[config.mk]
export PLATFORM = sky130hd
export DESIGN_NAME = stbs_ctrl
export DESIGN_NICKNAME = d
export VERILOG_FILES = /design/src/rtl/core/stbs_pkg.sv /design/src/rtl/core/stbs_ctrl.sv
export SDC_FILE = /design/constraint.sdc
export NUM_CORES = 1
export LEC_CHECK = 0
export BUFFER_PORTS_ARGS = -buffer_cell sky130_fd_sc_hd__buf_2
export CAP_MARGIN = 20
export CELL_PAD_IN_SITES_DETAIL_PLACEMENT = 1
export CELL_PAD_IN_SITES_GLOBAL_PLACEMENT = 1
export CORE_AREA = 2 2 39 41
export CTS_CLUSTER_SIZE = 10
export DETAILED_ROUTE_END_ITERATION = 10
export DIE_AREA = 0 0 41 43
export PLACE_DENSITY_LB_ADDON = 0.1
export SLEW_MARGIN = 20
export SYNTH_ARGS = -nofsm -noshare
export SYNTH_HDL_FRONTEND = slang
export SYNTH_SLANG_ARGS = --single-unit
[constraint.sdc]
create_clock -name clk -period 2.85 [get_ports clk]
set_input_delay 0.285 -clock clk [delete_from_list [all_inputs] [get_ports clk]]
set_output_delay 0.285 -clock clk [all_outputs]
set_load 0.02 [all_outputs]
[src/rtl/core/stbs_pkg.sv]
`timescale 1ns / 1ps
// stbs_pkg: shared constants, codes and control types for the sorted table bound search
// no dependencies; used by the interfaces, controller, datapath and top level

package stbs_pkg;

  localparam int DEPTH      = 1024;
  localparam int VALUE_BITS = 20;
  localparam int ADDR_BITS  = $clog2(DEPTH);
  localparam int CNT_BITS   = ADDR_BITS + 1;
  localparam int POS_BITS   = 11;
  localparam int IDX_BITS   = CNT_BITS + 1;
  localparam int OP_BITS    = 2;

  typedef enum logic [OP_BITS-1:0] {
    OP_CLEAR  = 2'd0,
    OP_APPEND = 2'd1,
    OP_QUERY  = 2'd2,
    OP_NONE   = 2'd3
  } op_t;

  typedef enum logic [1:0] {
    MODE_FIRST = 2'd0,
    MODE_LAST  = 2'd1,
    MODE_LOWER = 2'd2,
    MODE_UPPER = 2'd3
  } search_mode_t;

  typedef enum logic [1:0] {
    ST_IDLE,
    ST_ADDR,
    ST_CMP,
    ST_RESULT
  } state_t;

  typedef struct packed {
    logic clear;
    logic append;
    logic query_start;
    logic probe_read;
    logic probe_update;
    logic finish_search;
    logic load_result;
  } cmd_t;

  typedef struct packed {
    logic loop_ok;
    logic last_mode;
    logic out_free;
  } status_t;

endpackage

[src/rtl/core/stbs_ctrl.sv]
`timescale 1ns / 1ps
// stbs_ctrl: sequencing state machine for table updates and the four searches
// depends on stbs_pkg for state, command and status types

module stbs_ctrl (
  input  logic                         clk,
  input  logic                         rst,
  input  logic                         in_valid,
  input  logic [stbs_pkg::OP_BITS-1:0] operation,
  output logic                         in_ready,
  input  stbs_pkg::status_t            status,
  output stbs_pkg::cmd_t               cmd
);

  stbs_pkg::state_t state, state_next;
  logic             accept;

  assign in_ready = (state == stbs_pkg::ST_IDLE);
  assign accept   = in_valid && in_ready;

  always_ff @(posedge clk) begin
    if (rst) begin
      state <= stbs_pkg::ST_IDLE;
    end else begin
      state <= state_next;
    end
  end

  // next state
  always_comb begin
    state_next = state;
    case (state)
      stbs_pkg::ST_IDLE: begin
        if (accept && operation == stbs_pkg::OP_QUERY) begin
          state_next = stbs_pkg::ST_ADDR;
        end
      end
      stbs_pkg::ST_ADDR: begin
        if (status.loop_ok) begin
          state_next = stbs_pkg::ST_CMP;
        end else if (status.last_mode) begin
          state_next = stbs_pkg::ST_RESULT;
        end
      end
      stbs_pkg::ST_CMP: begin
        state_next = stbs_pkg::ST_ADDR;
      end
      stbs_pkg::ST_RESULT: begin
        if (status.out_free) begin
          state_next = stbs_pkg::ST_IDLE;
        end
      end
      default: begin
        state_next = stbs_pkg::ST_IDLE;
      end
    endcase
  end

  // commands
  always_comb begin
    cmd = '0;
    case (state)
      stbs_pkg::ST_IDLE: begin
        cmd.clear       = accept && operation == stbs_pkg::OP_CLEAR;
        cmd.append      = accept && operation == stbs_pkg::OP_APPEND;
        cmd.query_start = accept && operation == stbs_pkg::OP_QUERY;
      end
      stbs_pkg::ST_ADDR: begin
        cmd.probe_read    = status.loop_ok;
        cmd.finish_search = !status.loop_ok;
      end
      stbs_pkg::ST_CMP: begin
        cmd.probe_update = 1'b1;
      end
      stbs_pkg::ST_RESULT: begin
        cmd.load_result = status.out_free;
      end
      default: begin
        cmd = '0;
      end
    endcase
  end

  assert property (@(posedge clk) disable iff (rst)
    state == stbs_pkg::ST_CMP |-> $past(state) == stbs_pkg::ST_ADDR)
    else $error("compare step without a preceding table read");
  assert property (@(posedge clk) disable iff (rst)
    cmd.query_start |=> state == stbs_pkg::ST_ADDR)
    else $error("query did not start the first search");
  assert property (@(posedge clk) disable iff (rst)
    state == stbs_pkg::ST_RESULT && status.out_free |=> in_ready)
    else $error("controller did not return to idle after result");

endmodule

# == Word level (Yosys, flattened, before mapping) ==
# Index checks and enable logic that the tools add are counted.
# word_totals
register_bits,2
latch_bits,0
ramBits,0
rom_bits,0
inputBits,8
wordCells,27
n_memories,0
# classes
add_sub_neg,0
n_mul,0
div_mod_pow,0
magnitude_cmp,0
eq_ne,8
shifts,0
mux,10
n_bitwise,0
n_reduce_logical,8
# ops
op,n
$mux 2,4
$pmux 2 s4,1
$eq 2x2->1 const B,3
$eq 2x1->1 const B,2
$logic_and 1x1->1,4
$logic_not 2->1,2
$mux 1,4
$mux 3,1
$ne 3x3->1 const B,1
$reduce_and 3->1,1
$ne 2x1->1 const B,1
$ne 2x2->1 const B,1
$logic_not 1->1,1

# == Longest topological paths before layout ==
# Gate-level depths: netlist (run 1).
# logic_depth
ltp_word,5
depth_mapped,2
mapped_depth_nobuf,2

# == Worst setup path before layout (run 1) ==
# No wires, ideal clock.
# synth_timing
kind,register -> output
from,register state[1]
to,output port cmd[5] (netlist name)
arrival_time_ps,1141
path_slack_ps,1424
stages_incl_launch_ff,3
path_buffers,0
path_cell_list,dfxtp_1 > nor2_1 > and4b_1
# synth_lines
element,line,rtl
"start, declared",stbs_ctrl.sv:15,"stbs_pkg::state_t state, state_next;"
"start signal, assigned",stbs_ctrl.sv:23,state <= stbs_pkg::ST_IDLE;
"start signal, assigned",stbs_ctrl.sv:25,state <= state_next;
"end, declared",stbs_ctrl.sv:12,output stbs_pkg::cmd_t cmd

==> results of run 1 <==
cell type report:
type | instances | area [µm²] | share of cell area (%)
clock buffers | 3 | 22.5 | 8.82
inverters | 1 | 3.75 | 1.47
multi-input cells | 12 | 93.8 | 36.8
flip-flops and latches | 2 | 40.0 | 15.7
well taps | 16 | 20.0 | 7.84
repair buffers | 15 | 75.1 | 29.4
path summary, 6_finish.rpt:
path,start,end,slack (ns),cells after the start
max,state[1],cmd[6],1.33,3
min,rst,state[0],0.25,2
max reg2reg,state[1],state[0],1.79,2
min reg2reg,state[0],state[1],0.54,2
power breakdown:
part	internal [mW]	total, mW	switching (mW)	leakage (nW)
clock network	0.0464	0.0622	0.0158	0.0138
registers	0.0301	0.0331	0.00299	0.0163
logic	0.0122	0.0288	0.0166	0.104
total	0.0887	0.124	0.0354	0.135
cell usage in the layout (no fill, tap or decap):
| cell type | n |
|---|---|
| nor2_1 | 1 |
| dfxtp_1 | 2 |
| inv_1 | 1 |
| and4bb_2 | 1 |
| and4b_1 | 1 |
| a2111oi_0 | 1 |
| nor2b_1 | 1 |
| a2111oi_2 | 1 |
| and3b_1 | 1 |
| nor3_1 | 3 |
| and3_1 | 1 |
| buf_2 | 15 |
| clkbuf_4 | 3 |
| nand3b_1 | 1 |
stage by stage:
stage	hold WS, ns	utilization, %	instances
2_1_floorplan	0.354	-	15
3_3_place_gp	0.484	16.8	46
3_5_place_dp	0.484	16.8	46
4_1_cts	0.244	18.4	49
5_1_grt	0.237	18.4	49
6_report	0.251	18.4	49
kinds of logic (layout without fill, tap and decap cells):
group           Yosys count  count (layout)  share of synthesized area [%]
compound gates            2               2                           17.3
buf+inv                   1              19                           2.72
flops                     2               2                           29.1
simple gates             10              10                           50.9
per-layer routing:
layer | GRT usage (%) | share of wire, %
met1 | 7.32 | 38
met2 | 12.5 | 54
met5 | 0 | 0
met4 | 8.00 | 0
met3 | 5.24 | 7.1
critical path, cell delays in order, from the launching register on:
cell and delay, ns:
dfxtp_1 0.37, nor2_1 0.24, and4bb_2 0.25, buf_2 0.15
==> impl_metrics.json, run 1 <==
{
  "outcome": "complete, no violations",
  "die_w_um": 41,
  "cts_resized": 0,
  "arrival_ns": 1.24,
  "grt_pass1_vias": 212,
  "design_area_um2": 255,
  "seq_area_frac_synth_pct": 29.1,
  "grtUsageTotal_pct": 8.51,
  "drive_gt1_share_pct": 60.6,
  "hold_class": "in2reg",
  "p_total_uw": 124,
  "portBuffers": 15,
  "clkSinkCount": 2,
  "drt_first_pass_iters": 2,
  "largest_reg_flops": 2,
  "die_h_um": 43,
  "finalSetupTns_ns": 0,
  "tightest_slew_ns": 0.350,
  "ys_ff_latch": 2,
  "ioPinCount": 16,
  "synth_ff_type": "dfxtp_1",
  "synthTopCellsByArea": "dfxtp_1, nor3_1, a2111oi_2",
  "period_needed_ns": 1.52,
  "cts_root_buffer": "clkbuf_4",
  "required_ns": 2.57,
  "syn-num-nets": 23,
  "synthCells": 15,
  "drv_cap": 0,
  "die_area_um2": 1760,
  "synth.most_common_cell": "nor3_1",
  "drc": 0,
  "syn_avg_cell_area_um2": 9.18,
  "maxSlewHeadroom_pct": 76.1,
  "syn_to_final_growth_pct": 85.5,
  "synth_top_area_share_pct": 29.1,
  "core_um2": 1380,
  "fp-row-count": 14,
  "drv_slew": 0,
  "critPathKind": "reg2out",
  "place_hpwl_um": 454,
  "path_max_fanout": 8,
  "synth.cell_area_um2": 138,
  "p_leak_nw": 0.135,
  "cts_setup_buffers": 0,
  "regMostFlops": "state",
  "grt_max_degree": 9,
  "gp_congestion": 0.583,
  "synth_warnings": 0,
  "final_nets": 43,
  "ant_nets": 0,
  "synthArstFlopShare_pct": 0,
  "layout_worst_path_cycle_share_pct": 53.3,
  "placed_area_um2": 233,
  "drt-initial-drc-count": 3,
  "start_util_pct": 9.95,
  "synth_edf_count": 0,
  "max_freq_mhz": 658,
  "cts_buffers": 3,
  "fin_ws_ns": 1.33,
  "fill_cells": 176,
  "cp-start-kind": "register",
  "routed_via_density": 4.06,
  "cts-htree-levels": 1,
  "clk_path_buf_depth": 2,
  "synth.distinct_cells": 12,
  "clkLatencyLatePin_ns": 0.22,
  "place_ws_ns": 1.55,
  "cts_hold_buf": 0,
  "dr_total_vias": 199,
  "synthTopCellsByCount": "nor3_1, dfxtp_1",
  "reg.largest.list": "state: 2 flops",
  "vdd_drop_max_uv": 115,
  "power_density_nw_per_um2": 486,
  "drt-total-wl_um": 553,
  "synth_top_cell_by_area": "dfxtp_1",
  "final.setup_skew_ns": 0.00156,
  "worst_setup_path_end_kind": "primary output",
  "antenna_found_initial": 0,
  "antennaDiodeCount": 0,
  "finalSetupViolCount": 0,
  "cts_tree": "built",
  "path_clk_slew_ns": 0.03,
  "detail_route.wl_per_cell_um": 11.3,
  "grt_pass1_wl_um": 924,
  "grt_overflow": 0,
  "final_hold_viol_count": 0,
  "rsz0062_at_grt": "false"
}
(Power assumes the default switching activity.)
==> run 2: changes to the inputs <==
==> constraint.sdc (replaced) <==
create_clock -name clk -period 1.5 [get_ports clk]
set_input_delay 0.15 -clock clk [delete_from_list [all_inputs] [get_ports clk]]
set_output_delay 0.15 -clock clk [all_outputs]
set_load 0.02 [all_outputs]
==> run 2 against run 1 <==
  * Setup slack got worse by 1.2 ns
  * Design area unchanged
  * Sequential share of layout area unchanged
  * Non-clock buffer count unchanged
  * Clock skew is 0.0018 ns higher
  * Register-to-register slack got worse by 1.4 ns
==> impl_metrics.json, run 2 (synthesis results as in run 1) <==
{
  "layout.area.seq_um2": 40.0,
  "ioPinCount": 16,
  "finalSetupViolCount": 0,
  "clkLatencyLatePin_ns": 0.23,
  "grtUsageTotal_pct": 7.62,
  "grt_use_met1_pct": 7.67,
  "critPathTopFamily": "simple AND/OR/NAND/NOR gates",
  "place_hpwl_um": 416,
  "required_ns": 1.35,
  "largest_reg_flops": 2,
  "antennaDiodeCount": 0,
  "outcome": "complete, no violations",
  "final.setup_skew_ns": 0.00341,
  "cp-start-kind": "register",
  "worst_setup_path_end_kind": "primary output",
  "max_freq_mhz": 724,
  "critPathBufInv": 1,
  "gp_congestion": 0.594,
  "reg.largest.list": "state: 2 flops",
  "cts_buffers": 3,
  "dr_total_vias": 192,
  "path_clk_slew_ns": 0.03,
  "power_density_nw_per_um2": 933,
  "grt_use_met2_pct": 9.69,
  "final_nets": 43,
  "hold_class": "in2reg",
  "design_area_um2": 255,
  "clkSinkCount": 2,
  "layout_worst_path_cycle_share_pct": 92.1,
  "final_cell_mix": "buf_2, nor3_1, clkbuf_4",
  "hold-path-cell-count": 2,
  "die_area_um2": 1760,
  "grt_pass1_wl_um": 814,
  "cts_resized": 0,
  "fin_ws_ns": 0.119,
  "p_leak_nw": 0.135,
  "grt_max_degree": 9,
  "drc": 0,
  "cts_root_buffer": "clkbuf_4",
  "regMostFlops": "state",
  "fp-row-count": 14,
  "arrival_ns": 1.23,
  "met3_usage_pct": 3.14,
  "max_stage_delay_ns": 0.36,
  "drt-initial-drc-count": 2,
  "cts-htree-levels": 1,
  "grt_overflow": 0,
  "drt_first_pass_iters": 4,
  "layout_commonest_cell": "buf_2",
  "final_hold_viol_count": 0,
  "clk_path_buf_depth": 2,
  "cts_tree": "built",
  "rsz0062_at_grt": "false",
  "core_um2": 1380,
  "routed_via_density": 3.92,
  "critPathKind": "reg2out",
  "vdd_drop_max_uv": 206,
  "path_max_fanout": 8,
  "detail_route.wl_per_cell_um": 10.5,
  "start_util_pct": 9.95,
  "grt_pass1_vias": 197,
  "period_needed_ns": 1.38,
  "whs_ns": 0.123,
  "fill_cells": 168,
  "drive_gt1_share_pct": 60.6,
  "tightest_slew_ns": 0.359,
  "placed_cells": 46,
  "drv_cap": 0,
  "die_h_um": 43,
  "cp_cell_sequence": "nor2_1 > and4bb_2 > buf_2",
  "crit_slowest_cell": "dfxtp_1",
  "multi_input_area_um2": 93.8,
  "layout.cells.non_filler": 49,
  "r2r_cells": 2,
  "drv_slew": 0,
  "cts_setup_buffers": 0,
  "placed_area_um2": 233,
  "portBuffers": 15,
  "antenna_found_initial": 0,
  "ant_nets": 0,
  "cts_hold_buf": 0,
  "die_w_um": 41,
  "place_ws_ns": 0.343,
  "grt-busiest-layer": "met4",
  "drt-total-wl_um": 515,
  "finalSetupTns_ns": 0,
  "path_depth": 3,
  "maxSlewHeadroom_pct": 75.4,
  "syn_to_final_growth_pct": 85.5
}
[run 2: metal layers]
| layer | wire, µm | part of all wire (%) | vias up |
|---|---|---|---|
| met5 | 0 | 0 | - |
| met4 | 0 | 0 | 0 |
| met3 | 36 | 7.0 | 0 |
| met2 | 276 | 54 | 8 |
| met1 | 203 | 39 | 87 |
| li1 | - | - | 97 |
[run 2: area by class of cell]
cell class	instances	share of cell area [%]
repair buffers	15	29.4
flip-flops and latches	2	15.7
inverters	1	1.47
clock buffers	3	8.82
well taps	16	7.84
multi-input cells	12	36.8
[run 2: per-stage QoR]
step                utilization (%)  power (mW)
global route                   18.4       0.253
CTS                            18.4       0.248
global placement               16.8       0.119
floorplan                         -      0.0928
finish                         18.4       0.238
detailed placement             16.8       0.119
[run 2: power breakdown]
group          internal [mW]  switching, mW  total (mW)
Combinational         0.0231         0.0316      0.0547
Clock                 0.0884         0.0322       0.121
Sequential            0.0572        0.00568      0.0629
Total                  0.169         0.0694       0.238
[run 2: final timing paths]
check | endpoint | slack, ns | from
worst max-delay path | cmd[6] | 0.12 | state[1]
worst min-delay path | state[0] | 0.12 | rst
worst max register to register | state[0] | 0.44 | state[1]
worst min register to register | state[1] | 0.55 | state[0]
==> run 3: changes to the inputs <==
--- a/config.mk
+++ b/config.mk
@@ -10,10 +10,11 @@
 export CELL_PAD_IN_SITES_DETAIL_PLACEMENT = 1
 export CELL_PAD_IN_SITES_GLOBAL_PLACEMENT = 1
 export CORE_AREA = 2 2 39 41
+export CTS_BUF_LIST = sky130_fd_sc_hd__clkbuf_4
 export CTS_CLUSTER_SIZE = 10
 export DETAILED_ROUTE_END_ITERATION = 10
 export DIE_AREA = 0 0 41 43
-export PLACE_DENSITY_LB_ADDON = 0.1
+export PLACE_DENSITY_LB_ADDON = 0.2
 export SLEW_MARGIN = 20
 export SYNTH_ARGS = -nofsm -noshare
 export SYNTH_HDL_FRONTEND = slang
==> run 3 against run 2 <==
  * Clock power hardly changed
  * Sequential power is 0.6% lower
  * Register-to-register slack worse by 0.03 ns
  * Combinational power is 1% higher
==> impl_metrics.json, run 3 (synthesis results as in run 1) <==
{
  "grtUsageTotal_pct": 7.91,
  "die_area_um2": 1760,
  "antennaDiodeCount": 0,
  "clk_path_buf_depth": 2,
  "ioPinCount": 16,
  "fp-row-count": 14,
  "drt-total-wl_um": 520,
  "final.setup_skew_ns": 0.00431,
  "vdd_drop_max_uv": 230,
  "grt_use_met1_pct": 8.60,
  "cts_hold_buf": 0,
  "final_nets": 43,
  "cts_tree": "built",
  "rr_endpoint": "state[0]",
  "whs_endpoint": "state[0]",
  "p_int_uw": 169,
  "routed_via_density": 3.98,
  "cts_resized": 0,
  "cp-startpoint": "state[1]",
  "fin_ws_ns": 0.112,
  "cp_cell_sequence": "nor2_1 > and4bb_2 > buf_2",
  "cts_setup_buffers": 0,
  "pwr-share-clk_pct": 50.2,
  "arrival_ns": 1.24,
  "ant_nets": 0,
  "drv_cap": 0,
  "place_hpwl_um": 422,
  "multi_input_area_um2": 93.8,
  "drive_gt1_share_pct": 60.6,
  "comb_power_share_pct": 23.4,
  "clkLatencyLatePin_ns": 0.23,
  "rsz0062_at_grt": "false",
  "required_ns": 1.35,
  "placed_cells": 46,
  "start_util_pct": 9.95,
  "final_hold_viol_count": 0,
  "crit_slowest_cell": "dfxtp_1",
  "p_leak_nw": 0.135,
  "r2r_cells": 2,
  "reg.largest.list": "state: 2 flops",
  "path_max_fanout": 8,
  "met3_usage_pct": 3.14,
  "die_h_um": 43,
  "p_sw_share_pct": 28.8,
  "fill_cells": 172,
  "whs_ns": 0.121,
  "hold-path-cell-count": 2,
  "finalSetupTns_ns": 0,
  "power_frac_seq_pct": 26.4,
  "dr_total_vias": 195,
  "min_from": "rst",
  "place_ws_ns": 0.318,
  "core_um2": 1380,
  "outcome": "complete, no violations",
  "drt_first_pass_iters": 1,
  "grt_pass1_wl_um": 848,
  "final_cell_mix": "buf_2, nor3_1, clkbuf_4",
  "max_freq_mhz": 720,
  "grt-busiest-layer": "met4",
  "drv_slew": 0,
  "drt-initial-drc-count": 0,
  "p_total_uw": 237,
  "largest_reg_flops": 2,
  "regMostFlops": "state",
  "max_stage_delay_ns": 0.35,
  "power_density_nw_per_um2": 927,
  "tightest_slew_ns": 0.345,
  "clkSinkCount": 2,
  "detail_route.wl_per_cell_um": 10.6,
  "layout.cells.non_filler": 49,
  "gp_congestion": 0.582,
  "cts-htree-levels": 1,
  "hold_class": "in2reg",
  "layout_worst_path_cycle_share_pct": 92.6,
  "layout_commonest_cell": "buf_2",
  "antenna_found_initial": 0,
  "layout.area.seq_um2": 40.0,
  "finalSetupViolCount": 0,
  "worstReg2RegStart": "state[1]",
  "grt_max_degree": 9,
  "critPathKind": "reg2out",
  "period_needed_ns": 1.39,
  "switchingPower_uw": 68.1,
  "reg2reg_slack_ns": 0.41,
  "syn_to_final_growth_pct": 85.5,
  "maxSlewHeadroom_pct": 76.4,
  "grt_overflow": 0,
  "grt_pass1_vias": 204,
  "cp-start-kind": "register",
  "path_clk_slew_ns": 0.03,
  "portBuffers": 15,
  "grt_use_met2_pct": 9.69,
  "drc": 0,
  "worst_setup_path_end_kind": "primary output",
  "cts_root_buffer": "clkbuf_4",
  "cts_buffers": 3,
  "die_w_um": 41
}
## run 3: cell counts in the layout (fill, tap and decap cells not counted)
No cell type changed its count.
## run 3: how the worst max path moves through the flow
stage,slack [ns],to,cells past startpoint
2_1_floorplan,0.21,cmd[5],2
3_3_place_gp,0.35,cmd[6],3
3_5_place_dp,0.32,cmd[6],3
4_1_cts,0.08,cmd[6],3
5_1_grt,0.01,cmd[6],3
6_report,0.11,cmd[6],3
## run 3: through the flow
step           instance area (µm²)  util (%)
2_1_floorplan                  138         -
3_3_place_gp                   233      16.8
3_5_place_dp                   233      16.8
4_1_cts                        255      18.4
5_1_grt                        255      18.4
6_report                       255      18.4
## run 3: cell type report
class | count | share of cell area, %
clock buffer | 3 | 8.82
inverter | 1 | 1.47
multi-input combinational | 12 | 36.8
sequential | 2 | 15.7
tap | 16 | 7.84
timing repair buffer | 15 | 29.4
## run 3: power groups by stage
stage               clock network (mW)  logic [mW]  registers (mW)
floorplan                            0      0.0312          0.0616
global placement                     0      0.0553          0.0627
detailed placement                   0      0.0561          0.0633
CTS                              0.126      0.0563          0.0627
global route                     0.139      0.0598          0.0638
finish                           0.119      0.0554          0.0625
## run 3: metal layers
layer	up-vias	wire [µm]
met1	86	214
met4	0	8
met5	-	0
met3	2	39
met2	11	257
li1	96	-
## run 3: critical path: cells and delay by family (launching register included)
family | cells | cell delay (ns)
simple gates | 2 | 0.50
flops | 1 | 0.35
buf+inv | 1 | 0.16
